<file path="src/rtl/core/pnh_pkg.sv">
// Package for the path key normaliser: sequencer states, scan phases,
// character codes, FNV-1a constants and the control/status structs.
// No dependencies.
package pnh_pkg;

  localparam logic [31:0] FNV_BASIS = 32'd2166136261;
  localparam logic [31:0] FNV_PRIME = 32'd16777619;
  localparam logic [7:0]  CASE_GAP  = 8'd32;

  localparam logic [7:0] CHAR_SLASH  = 8'h2F;
  localparam logic [7:0] CHAR_BSLASH = 8'h5C;
  localparam logic [7:0] CHAR_DOT    = 8'h2E;
  localparam logic [7:0] CHAR_UPPER_A = 8'h41;
  localparam logic [7:0] CHAR_UPPER_Z = 8'h5A;

  localparam logic KIND_CHAR = 1'b0;
  localparam logic KIND_END  = 1'b1;

  typedef enum logic [1:0] {
    PH_START,
    PH_DOT,
    PH_SKIP,
    PH_BODY
  } pnh_phase_e;

  typedef enum logic [1:0] {
    ST_IDLE,
    ST_CHAR0,
    ST_CHAR1,
    ST_END
  } pnh_state_e;

  typedef struct packed {
    logic load;
    logic emit;
    logic emit_sel;
    logic emit_last;
    logic finish;
  } pnh_cmd_t;

  typedef struct packed {
    logic [1:0] dec_n;
    logic       dec_end;
    logic [1:0] n;
    logic       end_of_path;
    logic       out_free;
  } pnh_status_t;

endpackage

</file>
<file path="src/rtl/core/pnh_datapath.sv">
// Datapath of the path key normaliser: byte decode, scan state, FNV-1a hash,
// character count and the output register.
// Depends on pnh_pkg.
module pnh_datapath #(
  parameter int MAX_PATH_LEN = 512
) (
  input  logic              clk_i,
  input  logic              rst_ni,
  input  logic              cfg_we_i,
  input  logic              cfg_wdata_i,
  input  logic [7:0]        path_byte_i,
  input  logic              end_of_path_i,
  input  pnh_pkg::pnh_cmd_t cmd_i,
  output pnh_pkg::pnh_status_t status_o,
  output logic              out_valid_o,
  input  logic              out_ready_i,
  output logic              item_kind_o,
  output logic [7:0]        key_char_o,
  output logic [31:0]       key_hash_o,
  output logic [8:0]        key_length_o,
  output logic              last_of_run_o
);
  import pnh_pkg::*;

  localparam int CntW = $clog2(MAX_PATH_LEN);
  localparam logic [CntW:0] MaxLen = (CntW + 1)'(MAX_PATH_LEN);

  logic               lower_q;
  pnh_phase_e         phase_q, phase_d;
  logic               pend_q, pend_d;
  logic [CntW-1:0]    cnt_q, cnt_d;
  logic [31:0]        hash_q, hash_d;
  logic [7:0]         c0_q, c1_q, c0_d, c1_d;
  logic [1:0]         n_q, n_d;
  logic               end_q;

  logic               out_valid_q, out_valid_d;
  logic               kind_q, kind_d;
  logic [7:0]         char_q, char_d;
  logic [31:0]        ohash_q, ohash_d;
  logic [8:0]         len_q, len_d;
  logic               last_q, last_d;

  logic               room1, room2, is_sep, run_body;
  logic [7:0]         ch_sel, ch_fold;
  logic [31:0]        hash_mix;
  logic [CntW+8:0]    cnt_ext;

  assign room1  = ({1'b0, cnt_q} + (CntW + 1)'(1)) < MaxLen;
  assign room2  = ({1'b0, cnt_q} + (CntW + 1)'(2)) < MaxLen;
  assign is_sep = (path_byte_i == CHAR_SLASH) || (path_byte_i == CHAR_BSLASH);

  // decode of the offered byte against the current scan state
  always_comb begin
    phase_d  = phase_q;
    pend_d   = pend_q;
    n_d      = 2'd0;
    c0_d     = path_byte_i;
    c1_d     = path_byte_i;
    run_body = 1'b0;
    case (phase_q)
      PH_START: begin
        if (path_byte_i == CHAR_DOT && !end_of_path_i) begin
          phase_d = PH_DOT;
        end else if (is_sep) begin
          phase_d = PH_SKIP;
        end else begin
          phase_d  = PH_BODY;
          run_body = 1'b1;
        end
      end
      PH_DOT: begin
        if (is_sep) begin
          phase_d = PH_SKIP;
        end else begin
          phase_d = PH_BODY;
          c0_d    = CHAR_DOT;
          n_d     = room2 ? 2'd2 : (room1 ? 2'd1 : 2'd0);
        end
      end
      PH_SKIP: begin
        if (!is_sep) begin
          phase_d  = PH_BODY;
          run_body = 1'b1;
        end
      end
      default: begin
        run_body = 1'b1;
      end
    endcase
    if (run_body) begin
      if (is_sep) begin
        pend_d = pend_q | room1;
      end else if (pend_q) begin
        if (room2) begin
          n_d    = 2'd2;
          c0_d   = CHAR_SLASH;
          pend_d = 1'b0;
        end
      end else if (room1) begin
        n_d = 2'd1;
      end
    end
  end

  assign ch_sel  = cmd_i.emit_sel ? c1_q : c0_q;
  assign ch_fold = (lower_q && (ch_sel inside {[CHAR_UPPER_A:CHAR_UPPER_Z]})) ?
                   ch_sel + CASE_GAP : ch_sel;
  assign hash_mix = hash_q ^ {24'b0, ch_fold};
  assign cnt_ext  = {9'b0, cnt_q};

  always_comb begin
    hash_d      = hash_q;
    cnt_d       = cnt_q;
    out_valid_d = out_valid_q;
    kind_d      = kind_q;
    char_d      = char_q;
    ohash_d     = ohash_q;
    len_d       = len_q;
    last_d      = last_q;
    if (out_ready_i) begin
      out_valid_d = 1'b0;
    end
    if (cmd_i.emit) begin
      hash_d      = hash_mix * FNV_PRIME;
      cnt_d       = cnt_q + CntW'(1);
      out_valid_d = 1'b1;
      kind_d      = KIND_CHAR;
      char_d      = ch_fold;
      ohash_d     = 32'd0;
      len_d       = 9'd0;
      last_d      = cmd_i.emit_last;
    end else if (cmd_i.finish) begin
      hash_d      = FNV_BASIS;
      cnt_d       = '0;
      out_valid_d = 1'b1;
      kind_d      = KIND_END;
      char_d      = 8'd0;
      ohash_d     = hash_q;
      len_d       = cnt_ext[8:0];
      last_d      = 1'b1;
    end
  end

  always_ff @(posedge clk_i or negedge rst_ni) begin
    if (!rst_ni) begin
      lower_q     <= 1'b1;
      phase_q     <= PH_START;
      pend_q      <= 1'b0;
      cnt_q       <= '0;
      hash_q      <= FNV_BASIS;
      n_q         <= 2'd0;
      end_q       <= 1'b0;
      out_valid_q <= 1'b0;
    end else begin
      if (cfg_we_i) begin
        lower_q <= cfg_wdata_i;
      end
      if (cmd_i.load) begin
        phase_q <= phase_d;
        pend_q  <= pend_d;
        n_q     <= n_d;
        end_q   <= end_of_path_i;
      end else if (cmd_i.finish) begin
        phase_q <= PH_START;
        pend_q  <= 1'b0;
      end
      cnt_q       <= cnt_d;
      hash_q      <= hash_d;
      out_valid_q <= out_valid_d;
    end
  end

  always_ff @(posedge clk_i) begin
    if (cmd_i.load) begin
      c0_q <= c0_d;
      c1_q <= c1_d;
    end
    kind_q  <= kind_d;
    char_q  <= char_d;
    ohash_q <= ohash_d;
    len_q   <= len_d;
    last_q  <= last_d;
  end

  assign status_o.dec_n       = n_d;
  assign status_o.dec_end     = end_of_path_i;
  assign status_o.n           = n_q;
  assign status_o.end_of_path = end_q;
  assign status_o.out_free    = !out_valid_q || out_ready_i;

  assign out_valid_o   = out_valid_q;
  assign item_kind_o   = kind_q;
  assign key_char_o    = char_q;
  assign key_hash_o    = ohash_q;
  assign key_length_o  = len_q;
  assign last_of_run_o = last_q;

endmodule

</file>
<file path="src/rtl/core/pnh_ctrl.sv">
// Sequencer of the path key normaliser: takes a beat, then issues up to two
// character results and the end-of-key result. Depends on pnh_pkg.
module pnh_ctrl (
  input  logic                 clk_i,
  input  logic                 rst_ni,
  input  logic                 in_valid_i,
  output logic                 in_ready_o,
  input  pnh_pkg::pnh_status_t status_i,
  output pnh_pkg::pnh_cmd_t    cmd_o
);
  import pnh_pkg::*;

  pnh_state_e state_q, state_d;

  always_ff @(posedge clk_i or negedge rst_ni) begin
    if (!rst_ni) begin
      state_q <= ST_IDLE;
    end else begin
      state_q <= state_d;
    end
  end

  always_comb begin
    state_d    = state_q;
    in_ready_o = 1'b0;
    cmd_o      = '0;
    case (state_q)
      ST_IDLE: begin
        in_ready_o = 1'b1;
        if (in_valid_i) begin
          cmd_o.load = 1'b1;
          if (status_i.dec_n != 2'd0) begin
            state_d = ST_CHAR0;
          end else if (status_i.dec_end) begin
            state_d = ST_END;
          end
        end
      end
      ST_CHAR0: begin
        if (status_i.out_free) begin
          cmd_o.emit      = 1'b1;
          cmd_o.emit_sel  = 1'b0;
          cmd_o.emit_last = !status_i.end_of_path && (status_i.n == 2'd1);
          if (status_i.n == 2'd2) begin
            state_d = ST_CHAR1;
          end else if (status_i.end_of_path) begin
            state_d = ST_END;
          end else begin
            state_d = ST_IDLE;
          end
        end
      end
      ST_CHAR1: begin
        if (status_i.out_free) begin
          cmd_o.emit      = 1'b1;
          cmd_o.emit_sel  = 1'b1;
          cmd_o.emit_last = !status_i.end_of_path;
          state_d = status_i.end_of_path ? ST_END : ST_IDLE;
        end
      end
      ST_END: begin
        if (status_i.out_free) begin
          cmd_o.finish = 1'b1;
          state_d      = ST_IDLE;
        end
      end
      default: begin
        state_d = ST_IDLE;
      end
    endcase
  end

endmodule

</file>
<file path="src/rtl/core/path_key_normalise_hash_unit.sv">
// Path key normaliser with FNV-1a 32-bit hash: top level.
// Depends on pnh_pkg, pnh_ctrl and pnh_datapath.
//
// Takes a path one byte per beat and streams out its cleaned key, one
// character per beat, then an end beat with the key length and its FNV-1a
// hash. The sequencer takes a beat in its idle state, then issues the results
// it causes one result per cycle through the one hash multiplier, holding
// while the output register is not free (back-pressure on the output); it takes
// no new byte until those results are out. A result waiting in the output
// register does not stop the next byte being taken.
module path_key_normalise_hash_unit #(
  parameter int MAX_PATH_LEN = 512
) (
  input  logic        clk_i,
  input  logic        rst_ni,
  input  logic        cfg_we_i,
  input  logic        cfg_wdata_i,      // lowercase_enable
  input  logic        s_axis_tvalid_i,
  output logic        s_axis_tready_o,
  input  logic [7:0]  s_axis_tdata_i,   // path_byte
  input  logic        s_axis_tlast_i,   // end_of_path
  output logic        m_axis_tvalid_o,
  input  logic        m_axis_tready_i,
  output logic [55:0] m_axis_tdata_o,   // key_char[7:0], key_hash[39:8], key_length[48:40]
  output logic        m_axis_tuser_o,   // item_kind
  output logic        m_axis_tlast_o    // last_of_run
);
  import pnh_pkg::*;

  pnh_cmd_t    cmd;
  pnh_status_t status;
  logic [7:0]  key_char;
  logic [31:0] key_hash;
  logic [8:0]  key_length;

  pnh_ctrl u_ctrl (
    .clk_i      (clk_i),
    .rst_ni     (rst_ni),
    .in_valid_i (s_axis_tvalid_i),
    .in_ready_o (s_axis_tready_o),
    .status_i   (status),
    .cmd_o      (cmd)
  );

  pnh_datapath #(
    .MAX_PATH_LEN (MAX_PATH_LEN)
  ) u_datapath (
    .clk_i         (clk_i),
    .rst_ni        (rst_ni),
    .cfg_we_i      (cfg_we_i),
    .cfg_wdata_i   (cfg_wdata_i),
    .path_byte_i   (s_axis_tdata_i),
    .end_of_path_i (s_axis_tlast_i),
    .cmd_i         (cmd),
    .status_o      (status),
    .out_valid_o   (m_axis_tvalid_o),
    .out_ready_i   (m_axis_tready_i),
    .item_kind_o   (m_axis_tuser_o),
    .key_char_o    (key_char),
    .key_hash_o    (key_hash),
    .key_length_o  (key_length),
    .last_of_run_o (m_axis_tlast_o)
  );

  assign m_axis_tdata_o = {7'b0, key_length, key_hash, key_char};

endmodule

</file>
<file path="config.mk">
export PLATFORM = sky130hd
export DESIGN_NAME = path_key_normalise_hash_unit
export DESIGN_NICKNAME = d
export VERILOG_FILES = /design/src/rtl/core/pnh_pkg.sv /design/src/rtl/core/pnh_datapath.sv /design/src/rtl/core/pnh_ctrl.sv /design/src/rtl/core/path_key_normalise_hash_unit.sv
export SDC_FILE = /design/constraint.sdc
export NUM_CORES = 1
export LEC_CHECK = 0
export ABC_AREA = 1
export BUFFER_PORTS_ARGS = -buffer_cell sky130_fd_sc_hd__buf_2
export CELL_PAD_IN_SITES_DETAIL_PLACEMENT = 0
export CELL_PAD_IN_SITES_GLOBAL_PLACEMENT = 2
export CORE_ASPECT_RATIO = 1.5
export CORE_MARGIN = 2
export CORE_UTILIZATION = 35
export DETAILED_ROUTE_END_ITERATION = 12
export GPL_TIMING_DRIVEN = 0
export PLACE_DENSITY = 0.81
export SETUP_SLACK_MARGIN = 0.02
export SLEW_MARGIN = 10
export SYNTH_ARGS = -nofsm -noshare
export SYNTH_HDL_FRONTEND = slang
export SYNTH_SLANG_ARGS = --single-unit
export TNS_END_PERCENT = 10
</file>
<file path="constraint.sdc">
create_clock -name clk_i -period 5.8 [get_ports clk_i]
set_clock_uncertainty 0.15 [all_clocks]
set_input_delay 0.29 -clock clk_i [delete_from_list [all_inputs] [get_ports clk_i]]
set_output_delay 0.29 -clock clk_i [all_outputs]
set_load 0.01 [all_outputs]
</file>
# Word-level counts from Yosys, hierarchy flattened
# Index checks and enable logic that the tools add are counted.
[op_classes]
add_sub_neg = 4
multipliers = 1
order_cmp = 4
eq_ne = 18
mux = 60
bitwise_logic = 2
reduce_logical = 18
[op_table]
columns = ["op", "count"]
rows = [
  ["8-bit 2-to-1 mux", 10],
  ["32-bit 2-to-1 mux", 2],
  ["2-bit 2-to-1 mux", 20],
  ["32-bit by 25-bit multiplier with 32-bit output, second input constant", 1],
  ["32-bit by 8-bit bitwise XOR with 32-bit output", 1],
  ["10-bit less-than comparator, second input constant", 2],
  ["1-bit 2-to-1 mux", 20],
  ["9-bit 2-to-1 mux", 2],
  ["8-bit by 6-bit == test with 1-bit output, second input constant", 2],
  ["9-bit by 1-bit adder with 10-bit output, second input constant", 1],
  ["9-bit by 2-bit adder with 10-bit output, second input constant", 1],
  ["9-bit by 1-bit adder with 9-bit output, second input constant", 1],
  ["8-bit by 6-bit adder with 8-bit output, second input constant", 1],
  ["2-bit == test, second input constant", 4],
  ["8-bit by 7-bit == test with 1-bit output, second input constant", 1],
  ["8-bit by 7-bit >= comparator with 1-bit output, second input constant", 1],
  ["8-bit by 7-bit <= comparator with 1-bit output, second input constant", 1],
  ["2-bit inequality test, second input constant", 4],
  ["2-bit case mux with 4 select lines", 1],
  ["2-bit by 1-bit == test with 1-bit output, second input constant", 3],
  ["3-bit 2-to-1 mux", 2],
  ["2-bit case mux with 3 select lines", 1],
  ["3-bit case mux with 2 select lines", 1],
  ["2-bit nonzero test", 3],
  ["14 further kinds", 21],
]
[word_totals]
register_bits = 118
wordCells = 123

# Logic depth before layout (Yosys ltp)
[depth]
ltp_word = 14
mapped_depth = 36
depth_no_buf = 35

# Hierarchy
# A second synthesis with hierarchy kept.
[hier_totals]
cells_unflattened = 1357
area_unflattened_um2 = 11200.7
[modules_own_cells]
columns = ["mod", "n_inst", "cells_per_inst", "area_per_inst_um2"]
rows = [
  ["pnh_datapath", 1, 1300, 10846.7],
  ["pnh_ctrl", 1, 49, 297.8],
  ["path_key_normalise_hash_unit", 1, 8, 56.3],
]

# Least setup slack after synthesis
# OpenSTA, ideal clock, no wires.
[synth_timing]
kind = "flip-flop to flip-flop"
start = "register u_ctrl.state_q[0]"
end = "register u_datapath.hash_q[21]"
setup_ns = 0.126
t_arrival_ns = 6.002
required_time_ns = 5.524
slack_ns = -0.479
path_stages_with_launch = 31
n_path_buf = 2
period_less_slack_ns = 6.279
path_cell_list = "dfrtp_1 -> inv_1 -> ha_1 -> buf_4 -> nand2_8 -> buf_12 -> nand2_4 -> nand2_4 -> nand2_4 -> nor2_4 -> nand3_2 -> o21ai_1 -> xor2_1 -> ha_1 -> ha_1 -> fa_1 -> ha_1 -> fa_1 -> ha_1 -> inv_1 -> fa_1 -> inv_1 -> ha_1 -> a21o_1 -> a21boi_0 -> o21ai_0 -> a21oi_1 -> o21ai_0 -> or2_0 -> nand3_1 -> o21ai_1"
[synth_via]
elab_chain_cells = 10
elab_cells_between_ends = 16
cone_classes = "add/sub (1); mul (1); order compare (2); eq/ne (3); mux (5); bitwise (1); reduce/logical (3)"
[synth_lines]
columns = ["element", "line_no", "source"]
rows = [
  ["start, declared", "pnh_ctrl.sv:13", "pnh_state_e state_q, state_d;"],
  ["start signal, assigned", "pnh_ctrl.sv:19", "state_q <= state_d;"],
  ["2-bit == test / 2-bit by 1-bit == test with 1-bit output (equally long branches)", "pnh_ctrl.sv:27", "case (state_q)"],
  ["3-bit case mux with 2 select lines", "pnh_ctrl.sv:27", ""],
  ["8-bit 2-to-1 mux", "pnh_datapath.sv:106", "assign ch_sel = cmd_i.emit_sel ? c1_q : c0_q;"],
  ["8-bit by 7-bit >= comparator with 1-bit output / 8-bit by 7-bit <= comparator with 1-bit output (equally long branches)", "pnh_datapath.sv:107", "assign ch_fold = (lower_q && (ch_sel inside {[CHAR_UPPER_A:CHAR_UPPER_Z]})) ?"],
  ["1-bit logical AND (2 in a row)", "pnh_datapath.sv:107", ""],
  ["8-bit 2-to-1 mux", "pnh_datapath.sv:107", ""],
  ["32-bit by 8-bit bitwise XOR with 32-bit output", "pnh_datapath.sv:109", "assign hash_mix = hash_q ^ {24'b0, ch_fold};"],
  ["32-bit by 25-bit multiplier with 32-bit output", "pnh_datapath.sv:125", "hash_d = hash_mix * FNV_PRIME;"],
  ["32-bit 2-to-1 mux", "pnh_datapath.sv:124", "if (cmd_i.emit) begin"],
  ["end signal, assigned", "pnh_datapath.sv:169", "hash_q <= hash_d;"],
  ["end, declared", "pnh_datapath.sv:32", "logic [31:0] hash_q, hash_d;"],
]
# Parallel ways exist; a longest one is shown, timed or not.
# A chain may end at the register's enable or synchronous reset.

# Worst setup path in the final report
[layout_timing]
start = "register u_ctrl.state_q[0]"
end = "register u_datapath.hash_q[19]"
# The elaborated chain is that of the path after synthesis.

==> out/metrics.cfg <==
[finish]
final_nets = 1738
seq_area_sq_um = 2890
multiInputGateArea_sq_um = 7800
diodes = 0
area_growth_pct = 26.0
final_common_cell = inv_1
fin_util_pct = 44.5
fill_cells = 3192
final_cell_mix = inv_1 (314), ha_1 (164), nand2_1 (151)
drive_above_1_share_pct = 22.3

[grt]
first_global_vias = 9600
use_met1_pct = 21.7
grtUsageTotal_pct = 20.8
antenna_found_initial = 0
use_met2_pct = 40.3
grt_pass1_wl_microns = 51800
grt-ovfl-total = 0
top_usage_layer = met2
met3_usage_pct = 4.02
grt_max_degree = 52

[die]
top_level_ports = 75
fp.dieArea_sq_um = 33400
start_util_pct = 35.3
die_h_microns = 223
core_region_area_sq_um = 31600
num_rows = 80
die_width_microns = 150

[sta]
fin_ws_ps = -297
fin_crit_ps = 6100
max_freq_mhz = 164
hold_viol = 0
worst_slew_pin_slew_ps = 868
min_period_over_period_pct = 105
maxSlewHeadroom_pct = 42.1
rsz0062_at_grt = true
setup_viol = 19
maxSlewViolCount = 0

[placement]
pre_cts_slack_ps = -1260
dpl.hpwl_microns = 26100
routabilityCongestion = 0.852
port_buffers = 67

[clock_network]
clockBufferDepth = 2
cts_sinks = 118
htree_levels = 4
cts_tree = yes
numCtsBuffers = 17
clock_latency_ps = 440
clk_pin_slew_ps = 60
clock-root-buffer = clkbuf_16

[worst_setup_path]
path_class = reg2reg
crit_path_start_kind = flop
crit_slowest_cell = fa_1
cp.arrival_ps = 6320
crit_path_end_kind = flop
timing.rr.start = u_ctrl.state_q[0]$_DFFE_PN0P_
startpoint = u_ctrl.state_q[0]$_DFFE_PN0P_
max_stage_delay_ps = 550
path_max_fanout = 5
worst_ep_required_time_ps = 6020
r2r_cells = 32

[drt]
drc = 0
wirelength_microns = 32700
avgViaCountPerCell = 4.77
dr.pass1.iters = 5
drt_iter0_drc = 302
routedWlPerCell_microns = 17.4
ant_nets = 0
num_vias = 8948

[worst_hold_path]
hold_start = s_axis_tlast_i
hold_path_depth = 3
hold_class = in2reg

[logic_synthesis]
syn-cell-area_sq_um = 11200
synth_edf_count = 25
ys_async_sr_fraction_pct = 43.2
synth.distinct_cells = 50
ys_ff_latch = 118
syn_avg_cell_area_sq_um = 8.52
synthCells = 1311
ys.warnings.count = 0
yosysSeqAreaShare_pct = 25.8
synth-main-ff-cell = dfxtp_1

[job]
max_cap_violations = 0

[outcome]
violations = negative setup slack
status = complete, but fails checks

==> path summary, 6_finish.rpt <==
kind / to / slack (ps)
min reg2reg: u_datapath.key_hash_o[13]$_SDFFE_PP0P_ / 300
max in group asynchronous: u_datapath.hash_q[9]$_DFFE_PN0P_ / 4650
min in group asynchronous: u_ctrl.state_q[0]$_DFFE_PN0P_ / 310
max reg2reg: u_datapath.hash_q[19]$_DFFE_PN1P_ / -300
max: u_datapath.hash_q[19]$_DFFE_PN1P_ / -300
min: u_datapath.end_q$_DFFE_PN0P_ / 40
==> worst max-delay path, delay by kind of cell, from the launching register on <==
kind / cells / cell delay [ps]
buffers and inverters: 8 / 770
adders and majority gates: 9 / 2890
and+or+nand+nor: 10 / 1060
AOI/OAI and AO/OA: 3 / 390
DFF: 1 / 380
xor gates and xnor gates: 2 / 380
==> cell usage after synthesis, drive strengths merged, types with 12 or more instances <==
cell	instances	area, sq um
a21oi	68	344
buf	14	110
clkbuf	12	45.0
dfrtp	36	901
dfstp	15	394
dfxtp	42	841
edfxtp	25	751
fa	74	1480
ha	196	2450
inv	323	1210
nand2	197	868
nand3	47	270
nand4	12	81.3
nor2	58	245
nor3	18	90.1
o21ai	98	494
o22ai	14	87.6
xor2	21	184
==> per-stage QoR <==
step	instance area, sq um	std cells	setup TNS [ps]	hold WS, ps
finish	14100	1876	-3760	40.3
floorplan	11400	1317	0	-156
global route	14100	1876	-8620	90.6
CTS	13800	1869	-3910	35.8
global placement	12300	1794	-19990	290
detailed placement	12300	1794	-20780	273
==> flip-flops by register name, indices dropped and copies added, names as in the netlist <==
signal / flops
u_ctrl.state_q: 2
u_datapath.c0_q: 8
u_datapath.c1_q: 8
u_datapath.cnt_q: 9
u_datapath.end_q: 1
u_datapath.hash_q: 32
u_datapath.item_kind_o: 1
u_datapath.key_char_o: 8
u_datapath.key_hash_o: 32
u_datapath.key_length_o: 9
u_datapath.last_of_run_o: 1
u_datapath.lower_q: 1
u_datapath.n_q: 2
u_datapath.out_valid_o: 1
u_datapath.pend_q: 1
u_datapath.phase_q: 2
==> layer usage <==
| layer | vias up | part of all wire, % |
|---|---|---|
| met4 | 0 | 3.1 |
| met1 | 4311 | 37 |
| li1 | 4448 | - |
| met5 | - | 0 |
| met3 | 51 | 3.1 |
| met2 | 138 | 56 |
==> final cells by class <==
cell class / instances / area share [%]
clock buffer: 24 / 3.81
sequential: 118 / 20.5
timing repair buffer: 117 / 5.81
tap: 410 / 3.65
multi-input combinational: 850 / 55.4
clock inverter: 8 / 0.925
inverter: 323 / 8.63
buffer: 26 / 1.23
==> repair_timing <==
action / in CTS / in global routing
cloned: 1 / 0
buffers inserted: 31 / 7
setup endpoints to repair: 22 / 22
endpoints found under the hold margin: 46 / 0
pin swaps: 56 / 27
hold buffers: 11 / 0
resized for setup: 97 / 44
==> kinds of logic (layout without fill, tap and decap cells) <==
| group | count (synthesis) | count (layout) | synth area share (%) |
|---|---|---|---|
| AOI/OAI and AO/OA | 202 | 202 | 9.84 |
| DFF | 118 | 118 | 25.8 |
| buffers and inverters | 349 | 498 | 12.2 |
| xor gates and xnor gates | 28 | 28 | 2.20 |
| and+or+nand+nor | 342 | 342 | 14.5 |
| adders and majority gates | 270 | 270 | 35.2 |
| muxes | 1 | 1 | 0.101 |
| other | 1 | 7 | 0.0336 |
Power is left out: the tool's default activity adds up to more than one toggle a clock period on the data nets, which glitch-free logic cannot reach.
